## src/rtl/sha1sh_pkg.sv

```systemverilog
// ----------------------------------------------------------------------------
// sha1sh_pkg
// Shared types and constants for the streaming SHA-1 hasher.
// ----------------------------------------------------------------------------
package sha1sh_pkg;

  localparam int WORD_W     = 32;
  localparam int NUM_CHAIN  = 5;
  localparam int BLOCK_W    = 512;
  localparam int ROUND_W    = 7;
  localparam int FILL_W     = 6;
  localparam int LEN_W      = 64;
  localparam int LEN_CNT_W  = 4;

  localparam logic [ROUND_W-1:0]   LAST_ROUND  = 7'd79;
  localparam logic [FILL_W-1:0]    FILL_FULL   = 6'd63;
  localparam logic [FILL_W-1:0]    FILL_LEN    = 6'd56;
  localparam logic [LEN_CNT_W-1:0] LEN_BYTES   = 4'd8;
  localparam logic [7:0]           PAD_MARK    = 8'h80;

  typedef logic [WORD_W-1:0] word_t;
  typedef logic [NUM_CHAIN-1:0][WORD_W-1:0] chain_t;

  localparam word_t IV0 = 32'h67452301;
  localparam word_t IV1 = 32'hEFCDAB89;
  localparam word_t IV2 = 32'h98BADCFE;
  localparam word_t IV3 = 32'h10325476;
  localparam word_t IV4 = 32'hC3D2E1F0;

  localparam word_t K0 = 32'h5A827999;
  localparam word_t K1 = 32'h6ED9EBA1;
  localparam word_t K2 = 32'h8F1BBCDC;
  localparam word_t K3 = 32'hCA62C1D6;

  typedef enum logic [2:0] {
    ST_IDLE,
    ST_ROUND,
    ST_ADD,
    ST_PAD,
    ST_DONE
  } state_t;

  // control from the sequencer to the datapath
  typedef struct packed {
    logic               shift_byte;
    logic [7:0]         byte_val;
    logic               load_work;
    logic               step;
    logic [ROUND_W-1:0] round;
    logic               add_chain;
    logic               init_chain;
  } ctl_t;

endpackage

```

## src/rtl/sha1sh_round.sv

```systemverilog
// ----------------------------------------------------------------------------
// sha1sh_round
// One SHA-1 compression round: selects f and k by round number and forms
// the new working word.
// ----------------------------------------------------------------------------
module sha1sh_round (
  input  sha1sh_pkg::word_t               a,
  input  sha1sh_pkg::word_t               b,
  input  sha1sh_pkg::word_t               c,
  input  sha1sh_pkg::word_t               d,
  input  sha1sh_pkg::word_t               e,
  input  sha1sh_pkg::word_t               w,
  input  logic [sha1sh_pkg::ROUND_W-1:0]  round,
  output sha1sh_pkg::word_t               t
);
  import sha1sh_pkg::*;

  word_t f;
  word_t k;

  always_comb begin
    priority if (round < 7'd20) begin
      f = (b & c) | (~b & d);
      k = K0;
    end else if (round < 7'd40) begin
      f = b ^ c ^ d;
      k = K1;
    end else if (round < 7'd60) begin
      f = (b & c) | (b & d) | (c & d);
      k = K2;
    end else begin
      f = b ^ c ^ d;
      k = K3;
    end
  end

  assign t = {a[26:0], a[31:27]} + f + e + k + w;

endmodule

```

## src/rtl/sha1sh_core.sv

```systemverilog
// ----------------------------------------------------------------------------
// sha1sh_core
// Datapath: block buffer doubling as rolling message schedule, working
// registers a..e and the five chaining words.
// ----------------------------------------------------------------------------
module sha1sh_core (
  input  logic                clk,
  input  logic                rst_n,
  input  sha1sh_pkg::ctl_t    ctl,
  output sha1sh_pkg::chain_t  chain
);
  import sha1sh_pkg::*;

  logic [BLOCK_W-1:0] blk_r;
  word_t a_r, b_r, c_r, d_r, e_r;
  chain_t h_r;

  word_t w0, w2, w8, w13, w_mix, w_new, t;

  // word i of the schedule window sits at the top of the buffer
  assign w0    = blk_r[BLOCK_W-1      -: WORD_W];
  assign w2    = blk_r[BLOCK_W-1-2*32  -: WORD_W];
  assign w8    = blk_r[BLOCK_W-1-8*32  -: WORD_W];
  assign w13   = blk_r[BLOCK_W-1-13*32 -: WORD_W];
  assign w_mix = w13 ^ w8 ^ w2 ^ w0;
  assign w_new = {w_mix[30:0], w_mix[31]};

  sha1sh_round u_round (
    .a     (a_r),
    .b     (b_r),
    .c     (c_r),
    .d     (d_r),
    .e     (e_r),
    .w     (w0),
    .round (ctl.round),
    .t     (t)
  );

  always_ff @(posedge clk) begin
    if (ctl.shift_byte) begin
      blk_r <= {blk_r[BLOCK_W-9:0], ctl.byte_val};
    end else if (ctl.step) begin
      blk_r <= {blk_r[BLOCK_W-WORD_W-1:0], w_new};
    end
  end

  always_ff @(posedge clk) begin
    if (ctl.load_work) begin
      a_r <= h_r[0];
      b_r <= h_r[1];
      c_r <= h_r[2];
      d_r <= h_r[3];
      e_r <= h_r[4];
    end else if (ctl.step) begin
      a_r <= t;
      b_r <= a_r;
      c_r <= {b_r[1:0], b_r[31:2]};
      d_r <= c_r;
      e_r <= d_r;
    end
  end

  always_ff @(posedge clk) begin
    if (!rst_n || ctl.init_chain) begin
      h_r[0] <= IV0;
      h_r[1] <= IV1;
      h_r[2] <= IV2;
      h_r[3] <= IV3;
      h_r[4] <= IV4;
    end else if (ctl.add_chain) begin
      h_r[0] <= h_r[0] + a_r;
      h_r[1] <= h_r[1] + b_r;
      h_r[2] <= h_r[2] + c_r;
      h_r[3] <= h_r[3] + d_r;
      h_r[4] <= h_r[4] + e_r;
    end
  end

  assign chain = h_r;

endmodule

```

## src/rtl/sha1_stream_hasher_top.sv

```systemverilog
// ----------------------------------------------------------------------------
// sha1_stream_hasher_top
// Streaming SHA-1: one message byte per input transfer, one digest per
// message on the output channel.
// ----------------------------------------------------------------------------
// The transfer that completes a 64-byte block makes the hasher busy for
// 80 rounds through the single shared round unit, then an add into the
// chaining words; no byte is taken meanwhile. On a transfer with last set,
// padding is pushed one byte per cycle, paused while a full block is
// compressed, until the block holds 64 bytes, with one or two block
// compressions; the digest then moves to the output register. The digest
// waits in its output register while the next message streams in; a finish
// stalls only if the previous digest is still untaken.
module sha1_stream_hasher_top (
  input  logic        clk,
  input  logic        rst_n,
  input  logic        in_valid,
  output logic        in_ready,
  input  logic [7:0]  in_data_byte,
  input  logic        in_has_byte,
  input  logic        in_last,
  output logic        out_valid,
  input  logic        out_ready,
  output logic [31:0] out_digest_word0,
  output logic [31:0] out_digest_word1,
  output logic [31:0] out_digest_word2,
  output logic [31:0] out_digest_word3,
  output logic [31:0] out_digest_word4
);
  import sha1sh_pkg::*;

  state_t                state_r, state_nxt;
  logic [FILL_W-1:0]     fill_r, fill_nxt;
  logic [LEN_W-1:0]      bitlen_r, bitlen_nxt;
  logic [ROUND_W-1:0]    round_r, round_nxt;
  logic                  pend_last_r, pend_last_nxt;
  logic                  pad_mark_r, pad_mark_nxt;
  logic [LEN_CNT_W-1:0]  len_cnt_r, len_cnt_nxt;
  logic                  out_valid_r, out_valid_nxt;
  chain_t                digest_r;
  logic                  load_out;

  ctl_t                  ctl;
  chain_t                chain;

  logic                  len_active;
  logic [LEN_W-1:0]      len_shifted;
  logic [7:0]            pad_byte;

  sha1sh_core u_core (
    .clk   (clk),
    .rst_n (rst_n),
    .ctl   (ctl),
    .chain (chain)
  );

  // length bytes go out most significant first
  assign len_active  = (len_cnt_r != '0) || (fill_r == FILL_LEN);
  assign len_shifted = bitlen_r << {len_cnt_r[2:0], 3'b000};

  always_comb begin
    priority if (pad_mark_r) begin
      pad_byte = PAD_MARK;
    end else if (len_active) begin
      pad_byte = len_shifted[LEN_W-1 -: 8];
    end else begin
      pad_byte = 8'h00;
    end
  end

  always_comb begin
    state_nxt      = state_r;
    fill_nxt       = fill_r;
    bitlen_nxt     = bitlen_r;
    round_nxt      = round_r;
    pend_last_nxt  = pend_last_r;
    pad_mark_nxt   = pad_mark_r;
    len_cnt_nxt    = len_cnt_r;
    out_valid_nxt  = out_valid_r & ~out_ready;
    load_out       = 1'b0;
    in_ready       = 1'b0;
    ctl            = '0;
    ctl.byte_val   = in_data_byte;
    ctl.round      = round_r;

    unique case (state_r)
      ST_IDLE: begin
        in_ready = 1'b1;
        if (in_valid) begin
          pend_last_nxt = in_last;
          pad_mark_nxt  = 1'b1;
          len_cnt_nxt   = '0;
          if (in_has_byte) begin
            ctl.shift_byte = 1'b1;
            fill_nxt       = fill_r + 1'b1;
            bitlen_nxt     = bitlen_r + 64'd8;
          end
          if (in_has_byte && fill_r == FILL_FULL) begin
            ctl.load_work = 1'b1;
            round_nxt     = '0;
            state_nxt     = ST_ROUND;
          end else if (in_last) begin
            state_nxt = ST_PAD;
          end
        end
      end

      ST_ROUND: begin
        ctl.step  = 1'b1;
        round_nxt = round_r + 1'b1;
        if (round_r == LAST_ROUND) begin
          state_nxt = ST_ADD;
        end
      end

      ST_ADD: begin
        ctl.add_chain = 1'b1;
        priority if (len_cnt_r == LEN_BYTES) begin
          state_nxt = ST_DONE;
        end else if (pend_last_r) begin
          state_nxt = ST_PAD;
        end else begin
          state_nxt = ST_IDLE;
        end
      end

      ST_PAD: begin
        ctl.shift_byte = 1'b1;
        ctl.byte_val   = pad_byte;
        fill_nxt       = fill_r + 1'b1;
        pad_mark_nxt   = 1'b0;
        if (!pad_mark_r && len_active) begin
          len_cnt_nxt = len_cnt_r + 1'b1;
        end
        if (fill_r == FILL_FULL) begin
          ctl.load_work = 1'b1;
          round_nxt     = '0;
          state_nxt     = ST_ROUND;
        end
      end

      ST_DONE: begin
        if (!out_valid_r || out_ready) begin
          load_out       = 1'b1;
          out_valid_nxt  = 1'b1;
          ctl.init_chain = 1'b1;
          bitlen_nxt     = '0;
          pend_last_nxt  = 1'b0;
          len_cnt_nxt    = '0;
          state_nxt      = ST_IDLE;
        end
      end

      default: begin
        state_nxt = ST_IDLE;
      end
    endcase
  end

  always_ff @(posedge clk) begin
    if (!rst_n) begin
      state_r     <= ST_IDLE;
      fill_r      <= '0;
      bitlen_r    <= '0;
      round_r     <= '0;
      pend_last_r <= 1'b0;
      pad_mark_r  <= 1'b0;
      len_cnt_r   <= '0;
      out_valid_r <= 1'b0;
    end else begin
      state_r     <= state_nxt;
      fill_r      <= fill_nxt;
      bitlen_r    <= bitlen_nxt;
      round_r     <= round_nxt;
      pend_last_r <= pend_last_nxt;
      pad_mark_r  <= pad_mark_nxt;
      len_cnt_r   <= len_cnt_nxt;
      out_valid_r <= out_valid_nxt;
    end
  end

  always_ff @(posedge clk) begin
    if (load_out) begin
      digest_r <= chain;
    end
  end

  assign out_valid        = out_valid_r;
  assign out_digest_word0 = digest_r[0];
  assign out_digest_word1 = digest_r[1];
  assign out_digest_word2 = digest_r[2];
  assign out_digest_word3 = digest_r[3];
  assign out_digest_word4 = digest_r[4];

endmodule
```

## config.mk

```make
export PLATFORM = sky130hd
export DESIGN_NAME = sha1_stream_hasher_top
export DESIGN_NICKNAME = d
export VERILOG_FILES = /design/src/rtl/sha1sh_pkg.sv /design/src/rtl/sha1sh_round.sv /design/src/rtl/sha1sh_core.sv /design/src/rtl/sha1_stream_hasher_top.sv
export SDC_FILE = /design/constraint.sdc
export NUM_CORES = 2
export LEC_CHECK = 0
export BUFFER_PORTS_ARGS = -buffer_cell sky130_fd_sc_hd__buf_2
export CAP_MARGIN = 20
export CORE_ASPECT_RATIO = 2
export CORE_MARGIN = 2
export CORE_UTILIZATION = 63
export CTS_BUF_LIST = sky130_fd_sc_hd__clkbuf_4 sky130_fd_sc_hd__clkbuf_8 sky130_fd_sc_hd__clkbuf_16
export DETAILED_ROUTE_END_ITERATION = 8
export PLACE_DENSITY = 0.81
export SLEW_MARGIN = 20
export SYNTH_ARGS = -nofsm -noshare
export SYNTH_HDL_FRONTEND = slang
export SYNTH_SLANG_ARGS = --single-unit
```

## constraint.sdc

```tcl
create_clock -name clk -period 18.85 [get_ports clk]
set_input_delay 0.9425 -clock clk [delete_from_list [all_inputs] [get_ports clk]]
set_output_delay 0.9425 -clock clk [all_outputs]
set_load 0.02 [all_outputs]
```

[Word-level counts from Yosys, hierarchy flattened]
Cells that the tools add are included.
Cells by class
  shift-type cells: 1
  mux-type cells: 64
  equal/unequal tests: 16
  bitwise logic cells: 15
  reductions and logical operators: 23
  add/subtract/negate cells: 13
  order comparisons: 3
Operators by type and width (count)
  $mux 512: 2
  $mux 32: 15
  $add 32x32->32: 9
  $mux 64: 3
  $xor 32x32->32: 5
  $and 32x32->32: 4
  $pmux 64 s2: 1
  $or 32x32->32: 3
  $add 64x4->64 const B: 1
  $shl 64x6->64: 1
  $not 32->32: 1
  $mux 31: 1
  $mux 8: 3
  $mux 3: 7
  $mux 7: 3
  $pmux 7 s3: 1
  $mux 1: 15
  $pmux 3 s5: 1
  $lt 7x6->1 const B: 2
  $ne 2x2->1 const B: 7
  $eq 6x6->1 const B: 2
  $mux 4: 3
  $mux 6: 2
  $pmux 4 s3: 1
  other kinds (26): 42
Word-level totals
  register bits: 1079
  word-level logic and storage cells: 159
  output and inout port bits: 162
  input port bits: 14

[Depth between registers and ports, before layout]
  word-level depth: 12
  gate-level depth with buffers: 29

[Cells and area by module]
A second synthesis with hierarchy kept.
Unflattened totals
  cells, all modules: 4677
  area total of the unflattened synthesis: 57736.6 um2
Modules (own cells, without submodules)
  sha1sh_core: instances 1, area an instance 42361.9 um2, sequential area each 23382.4 um2, cells each 3268
  sha1_stream_hasher_top: instances 1, area an instance 9716.8 um2, sequential area each 6486.2 um2, cells each 754
  sha1sh_round: instances 1, area an instance 5657.9 um2, sequential area each 0.0 um2, cells each 655

[Worst setup path after synthesis]
Ideal clock, no wire load.
  path kind: input to register
  start: input port in_valid
  end: register u_core.blk_r[0] (enable)
  library setup time: 3.658 ns
  data required time: 15.192 ns
  path slack: 5.138 ns
  data arrival time: 10.054 ns
  path buffers: 2
  stages on the path: 5
  cells stage by stage: nand3_1 -> a21o_1 -> clkbuf_1 -> clkbuf_1 -> nand2_1
Between the ends
  longest elaborated chain between the ends: 3
RTL lines
  start: declaration: line sha1_stream_hasher_top.sv:17  | input logic in_valid,
  $mux 1: line sha1_stream_hasher_top.sv:89  | if (in_valid) begin
  $pmux 1 s2: line sha1_stream_hasher_top.sv:86  | unique case (state_r)
  $reduce_bool 2->1 (no source line)
  end signal: assignment: line sha1sh_core.sv:41  | blk_r <= {blk_r[BLOCK_W-9:0], ctl.byte_val};
  end signal: assignment: line sha1sh_core.sv:43  | blk_r <= {blk_r[BLOCK_W-WORD_W-1:0], w_new};
  end: declaration: line sha1sh_core.sv:14  | logic [BLOCK_W-1:0] blk_r;
No other way between the ends.
A chain may end at the register's enable or synchronous reset.

[Worst setup path in the final report]
  start: register round_r[4]
  end: register u_core.a_r[31] (data pin)
Between the ends
  longest elaborated chain between the ends: 10
RTL lines
  start: declaration: line sha1_stream_hasher_top.sv:35  | logic [ROUND_W-1:0] round_r, round_nxt;
  start signal: assignment: line sha1_stream_hasher_top.sv:174  | round_r <= round_nxt;
  $lt 7x6->1: line sha1sh_round.sv:28  | end else if (round < 7'd60) begin
  $mux 32: line sha1sh_round.sv:28
  $mux 32: line sha1sh_round.sv:25  | end else if (round < 7'd40) begin
  $mux 32: line sha1sh_round.sv:22  | priority if (round < 7'd20) begin
  $add 32x32->32 (2 in a row): line sha1sh_round.sv:37  | assign t = {a[26:0], a[31:27]} + f + e + k + w;
  $add 32x32->32 (*) (2 in a row): line sha1sh_round.sv:37
  $mux 32 (*): line sha1sh_core.sv:54  | end else if (ctl.step) begin
  $mux 32 (*): line sha1sh_core.sv:48  | if (ctl.load_work) begin
  end signal: assignment: line sha1sh_core.sv:49  | a_r <= h_r[0];
  end signal: assignment: line sha1sh_core.sv:55  | a_r <= t;
  end: declaration: line sha1sh_core.sv:15  | word_t a_r, b_r, c_r, d_r, e_r;
Every way passes the cells marked *; elsewhere a longest branch is shown, timed or not. The select of a mux whose other input is x is not followed.

==> load_flow_metrics.sql <==
INSERT INTO impl_metrics (metric_group, metric, value, unit) VALUES
('layout', 'fillCellCount', '6712', ''),
('routing', 'remaining_number_of_nets_flagged_by_the_antenna_check_after_routing', '0', ''),
('pwr', 'p_per_area', '175', 'nW/um^2'),
('layout', 'finish.instance_area', '61600', 'um^2'),
('die', 'row_count', '155', ''),
('sta', 'final_min_period_over_clock_period', '41.3', '%'),
('synthesis', 'syn_area_per_cell', '9.75', 'um^2'),
('global_route', 'first_global_vias', '41385', ''),
('setup_path', 'crit_path_max_incr_delay', '800', 'ps'),
('synthesis', 'synth_common_cells', '2115 x sky130_fd_sc_hd__nand2_1, 832 x sky130_fd_sc_hd__edfxtp_1, 268 x sky130_fd_sc_hd__a21oi_1', ''),
('routing', 'drc', '0', ''),
('sta', 'timing.final.setup_violations', '0', ''),
('sta', 'setup_repair_after_global_routing_missed_its_margin', 'no', ''),
('pwr', 'peakVddDrop', '0.116', 'mV'),
('setup_path', 'worst_path_max_delay_cell', 'sky130_fd_sc_hd__a41oi_1', ''),
('placement', 'dp_hpwl', '112000', 'um'),
('sta', 'final.setup.tns', '0', 'ps'),
('sta', 'max_freq', '128', 'MHz'),
('synthesis', 'netlist.area_leader.share', '44.3', '%'),
('placement', 'pre_cts_ws', '11090', 'ps'),
('sta', 'slew_headroom', '11.5', '%'),
('setup_path', 'cp_top_family', 'compound AO/OA/AOI/OAI gates', ''),
('outcome', 'status', 'complete, no violations', ''),
('sta', 'slew_violations', '0', ''),
('placement', 'portBuffers', '175', ''),
('sta', 'final_setup_margin', '11060', 'ps'),
('die', 'die_x', '216', 'um'),
('layout', 'syn2layout_area_growth', '9.24', '%'),
('die', 'die_height', '427', 'um'),
('setup_path', 'critPathCaptureType', 'flip-flop', ''),
('pwr', 'post-layout-total-power', '10800', 'uW'),
('setup_path', 'critical_path_peak_fanout', '31', ''),
('synthesis', 'ys.warnings.count', '0', ''),
('clocking', 'cts.reportedPaths.clkPinSlew', '70', 'ps'),
('synthesis', 'synth.area.top_cells', 'sky130_fd_sc_hd__edfxtp_1 44%, sky130_fd_sc_hd__nand2_1 14%, sky130_fd_sc_hd__dfxtp_1 8.7%', ''),
('run', 'maxCapViolCount', '0', ''),
('routing', 'detailed_route_wire_length_per_cell', '21.9', 'um'),
('placement', 'gp_congestion', '1.01', ''),
('setup_path', 'cp_num_buf_inv', '7', ''),
('synthesis', 'synth_cells', '5782', ''),
('global_route', 'grt_pass1_wl', '235000', 'um'),
('synthesis', 'ys_seq_elements', '1076', ''),
('clocking', 'tritoncts', 'yes', ''),
('clocking', 'cts-buffers-inserted', '94', ''),
('die', 'initial_utilization', '63.3', '%'),
('sta', 'slew_of_the_pin_with_the_lowest_slew_margin', '1330', 'ps'),
('layout', 'layout.area.seq', '29900', 'um^2'),
('synthesis', 'synth-seq-area-share', '53.0', '%'),
('global_route', 'number_of_antenna_violations_at_the_first_check_in_global_routing', '1', ''),
('worst_hold_path', 'hp-class', 'flip-flop to flip-flop', ''),
('layout', 'final_nets', '6210', ''),
('routing', 'detailedRoute.firstIterationViolations', '3797', ''),
('clocking', 'cts.repair_timing.setup_buffer_count', '0', ''),
('global_route', 'pin_count_of_the_biggest_net_entering_global_routing', '255', ''),
('synthesis', 'post_synth_instance_area', '56400', 'um^2'),
('clocking', 'clock_latency_at_the_later_pin_of_the_worst_skew_pair', '730', 'ps'),
('clocking', 'post_cts.resized_instances', '0', ''),
('die', 'core-area', '89000', 'um^2'),
('synthesis', 'yosys.area.top_type', 'sky130_fd_sc_hd__edfxtp_1', ''),
('pwr', 'static-leakage-power', '0.0259', 'uW'),
('synthesis', 'post_synth_net_total', '6141', ''),
('clocking', 'clkSinkCount', '1076', ''),
('layout', 'drive_above_1_share', '7.48', '%'),
('global_route', 'grt_util_all_layers', '34.0', '%'),
('layout', 'multi_input_area', '24800', 'um^2'),
('sta', 'finalCriticalPeriod', '7790', 'ps'),
('routing', 'drt_via_density', '5.91', ''),
('setup_path', 'crit_required', '19420', 'ps'),
('routing', 'vias', '42029', ''),
('sta', 'final_hold_viol_count', '0', ''),
('clocking', 'clock_tree.root_cell', 'sky130_fd_sc_hd__clkbuf_16', '');
-- registers in the layout, summed over array words and instances, names as in the netlist --
name,count
bitlen_r,61
round_r,7
out_digest_word0,32
out_digest_word4,32
u_core.d_r,32
u_core.blk_r,512
state_r,3
u_core.chain,160
pend_last_r,1
out_valid,1
pad_mark_r,1
len_cnt_r,4
u_core.c_r,32
u_core.a_r,32
u_core.b_r,32
u_core.e_r,32
out_digest_word1,32
fill_r,6
out_digest_word2,32
out_digest_word3,32
-- logic make-up (layout without fill, tap and decap cells) --
family / after synthesis / count (layout) / share of synthesized area [%]
AO/OA/AOI/OAI: 853 / 853 / 9.45
XOR/XNOR: 302 / 302 / 4.69
adder cells (fa/ha/maj): 345 / 345 / 9.25
buffers and inverters: 459 / 610 / 3.07
flip-flops: 1076 / 1076 / 53.0
multiplexers: 39 / 39 / 0.996
other: 0 / 1 / 0
AND/OR/NAND/NOR: 2708 / 2708 / 19.6
-- stage by stage --
| step | util [%] | hold WS, ps | cells |
|---|---|---|---|
| after global placement | 65.4 | 464 | 6931 |
| after CTS | 69.2 | 485 | 7110 |
| after global routing | 69.2 | 517 | 7110 |
| after detailed placement | 65.4 | 470 | 6932 |
| after floorplan | - | 439 | 5782 |
| final | 69.2 | 483 | 7111 |
-- power breakdown --
group          internal, uW  total, uW  switching (uW)  leakage (uW)
registers              3510       4090             578       0.00981
clock network          1170       2120             948       0.00163
logic                  1760       4580            2820        0.0144
-- path summary, 6_finish.rpt --
path / start / endpoint / slack (ps) / depth (start not counted)
setup reg to reg: round_r[4] / u_core.a_r[31] / 11060 / 28
hold / removal: u_core.chain[159] / out_digest_word4[31] / 480 / 0
setup / recovery: round_r[4] / u_core.a_r[31] / 11060 / 28
hold reg to reg: u_core.chain[159] / out_digest_word4[31] / 480 / 0
-- cell type report --
| type | count | share of cell area [%] |
|---|---|---|
| timing repair buffer | 215 | 1.97 |
| multi-input combinational | 4247 | 40.3 |
| antenna | 1 | 0.00406 |
| tap | 1177 | 2.39 |
| inverter | 217 | 1.33 |
| clock inverter | 65 | 1.30 |
| sequential | 1076 | 48.5 |
| clock buffer | 113 | 4.17 |
-- layout by cell type (no fill, tap or decap), drive strengths merged, types with 28 or more instances in the layout --
master     n
nor2b     55
nand3     69
a21o      95
a21oi    268
nand2b    30
nor3      41
o21a      33
nor2     237
edfxtp   832
o211ai    46
nand2   2115
a31oi     28
and3      48
buf      215
or3       31
ha       225
inv      225
fa       120
xor2     100
clkinv    32
xnor2    202
clkbuf   113
o21ai    211
dfxtp    244
-- layer usage --
layer | part of all wire, % | vias to the layer above | GRT usage, % | wire, um
li1 | - | 19767 | - | -
met1 | 33 | 20114 | 35.4 | 51200
met2 | 51 | 1623 | 59.9 | 79000
met3 | 6.0 | 523 | 4.90 | 9330
met4 | 10 | 2 | 30.1 | 16100
met5 | 0.023 | - | 0 | 36
Note: power is estimated with default switching activity, not from simulation.
